File: src/hw/rtl/gpps_pkg.sv
// ----------------------------------------------------------------------------
// gpps_pkg - Goldbach prime pair search shared definitions
// Field widths, datapath operation codes, result codes and the command and
// status bundles that pass between the controller and the datapath.
// ----------------------------------------------------------------------------
`default_nettype none

package gpps_pkg;

   localparam int PRIME_LIMIT_DEF = 16384;
   localparam int TABLE_DEPTH_DEF = 2048;

   localparam int NUM_W    = 15;
   localparam int PRIME_W  = 14;
   localparam int STATUS_W = 2;

   typedef enum logic [STATUS_W-1:0] {
      ST_FOUND   = 2'd0,
      ST_INVALID = 2'd1,
      ST_MISSING = 2'd2
   } rsp_status_type;

   typedef enum logic [4:0] {
      OP_NONE,
      OP_CLEAR,
      OP_SIEVE_RD_I,
      OP_MARK_INIT,
      OP_MARK,
      OP_NEXT_I,
      OP_COL_INIT,
      OP_SIEVE_RD_A,
      OP_COL_STEP,
      OP_LOAD,
      OP_BS_RD,
      OP_BS_UPD,
      OP_LO_RD,
      OP_LO_FIRST,
      OP_LO_CAP,
      OP_HI_CAP,
      OP_LO_DEC,
      OP_HI_INC,
      OP_EMIT
   } dp_op_type;

   typedef struct packed {
      dp_op_type      op;
      rsp_status_type res;
   } dp_cmd_type;

   typedef struct packed {
      logic clear_last;
      logic outer_more;
      logic sieve_bit;
      logic mark_last;
      logic col_last;
      logic num_bad;
      logic bs_done;
      logic ub_zero;
      logic ub_end;
      logic lo_eq_half;
      logic sum_eq;
      logic sum_gt;
      logic lo_zero;
      logic hi_end;
   } dp_stat_type;

endpackage

`default_nettype wire

File: src/hw/rtl/gpps_ctrl.sv
// ----------------------------------------------------------------------------
// gpps_ctrl - Goldbach prime pair search controller
// Sequences the sieve build, the table collect, the per-query binary search
// and the two-pointer walk, and owns the handshakes and the result valid.
// ----------------------------------------------------------------------------
`default_nettype none

module gpps_ctrl
   import gpps_pkg::*;
(
   input  wire logic        clock,
   input  wire logic        reset,
   input  wire logic        req_tvalid,
   output      logic        req_tready,
   output      logic        rsp_tvalid,
   input  wire logic        rsp_tready,
   output      dp_cmd_type  cmd,
   input  wire dp_stat_type stat
);

   typedef enum logic [4:0] {
      S_CLEAR,
      S_OUTER_RD,
      S_OUTER_CHK,
      S_MARK,
      S_MARK_DONE,
      S_COL_RD,
      S_COL_CHK,
      S_IDLE,
      S_CHECK,
      S_BS_RD,
      S_BS_CHK,
      S_START,
      S_LO_CHK,
      S_HI_CAP,
      S_LO_CAP,
      S_WALK,
      S_FINISH
   } state_type;

   state_type      state_ff, state_in;
   rsp_status_type res_ff, res_in;
   logic           rsp_valid_ff, rsp_valid_in;

   always_comb begin
      state_in     = state_ff;
      res_in       = res_ff;
      rsp_valid_in = rsp_valid_ff && !rsp_tready;
      cmd.op       = OP_NONE;
      cmd.res      = res_ff;
      case (state_ff)
         S_CLEAR: begin
            cmd.op = OP_CLEAR;
            if (stat.clear_last) begin
               state_in = S_OUTER_RD;
            end
         end
         S_OUTER_RD: begin
            if (stat.outer_more) begin
               cmd.op   = OP_SIEVE_RD_I;
               state_in = S_OUTER_CHK;
            end else begin
               cmd.op   = OP_COL_INIT;
               state_in = S_COL_RD;
            end
         end
         S_OUTER_CHK: begin
            if (stat.sieve_bit) begin
               cmd.op   = OP_NEXT_I;
               state_in = S_OUTER_RD;
            end else begin
               cmd.op   = OP_MARK_INIT;
               state_in = S_MARK;
            end
         end
         S_MARK: begin
            cmd.op = OP_MARK;
            if (stat.mark_last) begin
               state_in = S_MARK_DONE;
            end
         end
         S_MARK_DONE: begin
            cmd.op   = OP_NEXT_I;
            state_in = S_OUTER_RD;
         end
         S_COL_RD: begin
            cmd.op   = OP_SIEVE_RD_A;
            state_in = S_COL_CHK;
         end
         S_COL_CHK: begin
            cmd.op   = OP_COL_STEP;
            state_in = stat.col_last ? S_IDLE : S_COL_RD;
         end
         S_IDLE: begin
            if (req_tvalid) begin
               cmd.op   = OP_LOAD;
               state_in = S_CHECK;
            end
         end
         S_CHECK: begin
            if (stat.num_bad) begin
               res_in   = ST_INVALID;
               state_in = S_FINISH;
            end else begin
               state_in = S_BS_RD;
            end
         end
         S_BS_RD: begin
            if (stat.bs_done) begin
               state_in = S_START;
            end else begin
               cmd.op   = OP_BS_RD;
               state_in = S_BS_CHK;
            end
         end
         S_BS_CHK: begin
            cmd.op   = OP_BS_UPD;
            state_in = S_BS_RD;
         end
         S_START: begin
            if (stat.ub_zero) begin
               res_in   = ST_MISSING;
               state_in = S_FINISH;
            end else begin
               cmd.op   = OP_LO_RD;
               state_in = S_LO_CHK;
            end
         end
         S_LO_CHK: begin
            if (stat.lo_eq_half) begin
               cmd.op   = OP_LO_FIRST;
               state_in = S_WALK;
            end else if (stat.ub_end) begin
               res_in   = ST_MISSING;
               state_in = S_FINISH;
            end else begin
               cmd.op   = OP_LO_FIRST;
               state_in = S_HI_CAP;
            end
         end
         S_HI_CAP: begin
            cmd.op   = OP_HI_CAP;
            state_in = S_WALK;
         end
         S_LO_CAP: begin
            cmd.op   = OP_LO_CAP;
            state_in = S_WALK;
         end
         S_WALK: begin
            if (stat.sum_eq) begin
               res_in   = ST_FOUND;
               state_in = S_FINISH;
            end else if (stat.sum_gt) begin
               if (stat.lo_zero) begin
                  res_in   = ST_MISSING;
                  state_in = S_FINISH;
               end else begin
                  cmd.op   = OP_LO_DEC;
                  state_in = S_LO_CAP;
               end
            end else begin
               if (stat.hi_end) begin
                  res_in   = ST_MISSING;
                  state_in = S_FINISH;
               end else begin
                  cmd.op   = OP_HI_INC;
                  state_in = S_HI_CAP;
               end
            end
         end
         S_FINISH: begin
            if (!rsp_valid_ff || rsp_tready) begin
               cmd.op       = OP_EMIT;
               rsp_valid_in = 1'b1;
               state_in     = S_IDLE;
            end
         end
         default: begin
            state_in = S_IDLE;
         end
      endcase
   end

   always_ff @(posedge clock) begin
      if (reset) begin
         state_ff     <= S_CLEAR;
         res_ff       <= ST_FOUND;
         rsp_valid_ff <= 1'b0;
      end else begin
         state_ff     <= state_in;
         res_ff       <= res_in;
         rsp_valid_ff <= rsp_valid_in;
      end
   end

   assign req_tready = (state_ff == S_IDLE);
   assign rsp_tvalid = rsp_valid_ff;

endmodule

`default_nettype wire

File: config.mk
export PLATFORM = sky130hd
export DESIGN_NAME = gpps_ctrl
export DESIGN_NICKNAME = d
export VERILOG_FILES = /design/src/hw/rtl/gpps_pkg.sv /design/src/hw/rtl/gpps_ctrl.sv
export SDC_FILE = /design/constraint.sdc
export NUM_CORES = 1
export LEC_CHECK = 0
export BUFFER_PORTS_ARGS = -buffer_cell sky130_fd_sc_hd__buf_2
export CORE_ASPECT_RATIO = 0.7
export CORE_MARGIN = 2
export CORE_UTILIZATION = 30
export CTS_BUF_LIST = sky130_fd_sc_hd__clkbuf_4 sky130_fd_sc_hd__clkbuf_8
export CTS_CLUSTER_DIAMETER = 30
export CTS_CLUSTER_SIZE = 20
export DETAILED_ROUTE_END_ITERATION = 12
export SETUP_SLACK_MARGIN = 0.15
export SYNTH_ARGS = -nofsm -noshare
export SYNTH_HDL_FRONTEND = slang
export SYNTH_SLANG_ARGS = --single-unit
File: constraint.sdc
create_clock -name clock -period 3.1 [get_ports clock]
set_input_delay 0 -clock clock [delete_from_list [all_inputs] [get_ports clock]]
set_output_delay 0 -clock clock [all_outputs]
set_load 0.01 [all_outputs]
# Word-level counts from Yosys, hierarchy flattened
# Index checks and enable logic that the tools add are counted.
# word_totals
regBits,8
out_inout_bits,9
word_cells,79
# op_classes
n_eq_ne,26
reduce_logical,9
muxes,41
# ops
operator,count
case mux 5 bit (16 select lines),2
2-to-1 mux 5 bit,17
"== test 5 x 4 -> 1 bit, second input constant",8
"== test 5 x 3 -> 1 bit, second input constant",4
2-to-1 mux 2 bit,10
2-to-1 mux 4 bit,5
"!= test 2 bit, second input constant",8
"== test 5 x 2 -> 1 bit, second input constant",2
2-to-1 mux 3 bit,3
"!= test 4 bit, second input constant",2
case mux 2 bit (4 select lines),1
AND reduction 7 bit,1
"== test 5 x 1 -> 1 bit, second input constant",1
"== test 5 bit, second input constant",1
zero test 5 bit,1
AND reduction 4 bit,1
nonzero test 4 bit,1
2-to-1 mux 1 bit,3
zero test 1 bit,2
OR reduction 2 bit,1
logical AND 1 bit,1
logical OR 1 bit,1

# Longest topological paths before layout
# depth
word_depth,4
ltp_mapped,7
mapped_depth_nobuf,5

# Worst setup path before layout
# No wires, ideal clock.
# synth_path
path_type,register to register
from,reg state_ff[0]
to,reg state_ff[2]
required_ns,3.012
setup_slack_ns,1.512
t_arrival_ns,1.500
stages_incl_launch_ff,7
period_less_slack_ns,1.588
n_path_buf,1
path_cell_list,dfxtp_1 buf_6 or3_1 or4_4 o221ai_2 nor2b_2 o32ai_2
# synth_via
elab_chain_cells,3
word_cells_on_any_way,24
# synth_lines
item,line_no,source
start: declaration,gpps_ctrl.sv:41,"state_type state_ff, state_in;"
start signal: assignment,gpps_ctrl.sv:190,state_ff <= state_in;
== test 5 x 4 -> 1 bit (tied with other cells),gpps_ctrl.sv:51,case (state_ff)
OR reduction 2 bit (no line) or != test 2 bit (tied branches),-,
case mux 5 bit (16 select lines) or AND reduction 4 bit (tied branches),-,
# Parallel ways exist; a longest one is shown, timed or not.
# A chain may end at the register's enable or synchronous reset.

==> metrics.yaml <==
mostFrequentLayoutCell: "buf_2"
placementRows: 16
power_mw: 0.405
ys_warn_count: 0
routabilityCongestion: 0.915
route.detailed.wl_per_inst_um: 14.8
period_needed_ns: 2.17
seq_area_frac_synth: 0.183
synth_edf_count: 0
grt_max_degree: 23
max_freq_mhz: 462
port_buffers: 26
finalHoldViolCount: 0
finalClockSkew_ns: 0.000857
nFillCells: 296
rsz0062_at_grt: "false"
ys.flop_type: "dfxtp_1"
core_area_um2: 2780
cts_hold_buf: 0
track_usage: 0.166
io_pins: 27
die_area_um2: 3370
start_kind: "flip-flop"
status: "finished clean"
cts_tree: "yes"
route.detailed.drc: 0
critical_path_required_ns: 3.10
nets: 163
htree_levels: 1
clk_pin_slew_ns: 0.04
synth_area_um2: 873
cap_violations: 0
worst_slew_margin_rel: 0.559
critPathKind: "reg2out"
cts-root-buf: "clkbuf_8"
area_growth_pct: 19.9
finalWirelength_mm: 2.66
drive_above_1_share: 0.273
final_cell_mix: "buf_2 (26), nand2_1 (13), nor2_1 (8), dfxtp_1 (8)"
drv_slew: 0
ys_seq_elements: 8
die_h_um: 49.1
numCtsBuffers: 3
ir_drop_v: 0.000194
antenna_left: 0
power_density_nw_per_um2: 387
tightest_slew_ns: 0.661
drt_iter0_drc: 149
worst_hold_path_type: "in2reg"
cts_setup_buffers: 0
timing.final.crit_share: 0.699
die_w_um: 68.5
clock_latency_ns: 0.22
start_util: 0.314
grt_pass1_wl_mm: 4.22
grt_pass1_vias: 879
cts_buffer_depth: 2
cts_sinks: 8
synthArstFlopShare: 0
drtPass1Iterations: 4
vias_per_cell: 5.69
end_kind: "output pin"
utilization: 0.376
setup_violations: 0
num_antenna_cells: 0
post-dp-hpwl_mm: 2.08
yosysTopAreaCellShare: 0.183
dr_total_vias: 1019
synth.area.top_cells: "dfxtp_1 (18%), nand2_1 (5.6%), nor2b_1 (5.0%)"
finalSetupTns_ns: 0
synth_nets: 140
cts_resized: 0
crit_arrival_ns: 2.17
syn_inst: 122
grt_antenna_before_repair: 0
worstPathMaxFanout: 22
synth_area_leader_cell: "dfxtp_1"
p_leak_nw: 0.443
avgSynthCellArea_um2: 7.16
ys_types: 44
grt-ovfl-total: 0
==> state kept, by name (all words and copies together) (netlist names) <==
name,cells
state_ff,5
res_ff,2
rsp_tvalid,1
==> where the power goes <==
group          internal, mW  leakage (nW)  switching, mW
Combinational        0.0688         0.357         0.0737
Sequential            0.110        0.0650         0.0306
Clock                0.0839        0.0216         0.0383
Total                 0.262         0.443          0.143
==> path summary, 6_finish.rpt <==
check                                  from          end  slack (ns)  depth (start not counted)
worst max-delay path            state_ff[2]       cmd[2]        0.93                          5
worst min-delay path                  reset    res_ff[1]        0.04                          2
worst max register to register  state_ff[2]  state_ff[0]        1.02                          5
worst min register to register    res_ff[1]    res_ff[1]        0.45                          2
==> logic make-up (layout without fill, tap and decap cells) <==
group                  count (synthesis)  count (layout)  share of synthesized area
AND/OR/NAND/NOR                       66              66                      0.437
flip-flops                             8               8                      0.183
AO/OA/AOI/OAI                         33              33                      0.278
buffers and inverters                 12              33                     0.0659
XOR/XNOR                               1               1                     0.0100
multiplexers                           2               2                     0.0258
==> through the flow <==
| step | std cells | cell area, um^2 | setup slack (ns) | hold slack, ns |
|---|---|---|---|---|
| 2_1_floorplan | 122 | 873 | 1.51 | 0.0691 |
| 3_3_place_gp | 176 | 1010 | 1.05 | 0.270 |
| 3_5_place_dp | 176 | 1010 | 1.06 | 0.278 |
| 4_1_cts | 179 | 1050 | 0.927 | 0.0400 |
| 5_1_grt | 179 | 1050 | 0.819 | 0.0638 |
| 6_report | 179 | 1050 | 0.934 | 0.0442 |
==> critical path, cell delays in order (launching register included) <==
cell and delay, ns:
dfxtp_1 0.74, nand2_1 0.22, or4_4 0.53, nor3_1 0.20, a211o_1 0.13, buf_2 0.12
==> layout make-up <==
cell class	count	area, um^2	share of cell area
Multi-Input combinational cell	102	656	0.626
Clock buffer	3	41.3	0.0394
Sequential cell	8	160	0.153
Inverter	4	15.0	0.0143
Timing Repair Buffer	26	130	0.124
Tap cell	36	45.0	0.0430
==> routing by layer <==
| layer | routed length [um] | vias up | global-route usage |
|---|---|---|---|
| met1 | 1250 | 474 | 0.262 |
| met5 | 0 | - | 0 |
| met4 | 0 | 0 | 0.0200 |
| met2 | 1170 | 48 | 0.223 |
| met3 | 235 | 0 | 0.0508 |
| li1 | - | 497 | - |
==> Yosys cell counts, types with 2 or more instances <==
| cell | n |
|---|---|
| nand2_1 | 13 |
| dfxtp_1 | 8 |
| nor2_1 | 8 |
| nor2b_1 | 7 |
| o21ai_0 | 7 |
| a21oi_1 | 6 |
| nand2b_1 | 6 |
| nor3_1 | 6 |
| nand3_1 | 5 |
| buf_2 | 4 |
| inv_1 | 4 |
| a31oi_1 | 3 |
| and2_1 | 3 |
| clkbuf_1 | 3 |
| nand4_1 | 3 |
| o211ai_1 | 3 |
| a22oi_1 | 2 |
| nor3b_1 | 2 |
| or2_2 | 2 |
| or3_1 | 2 |
| or4_4 | 2 |
No activity file was read; power rests on OpenSTA's default activity.
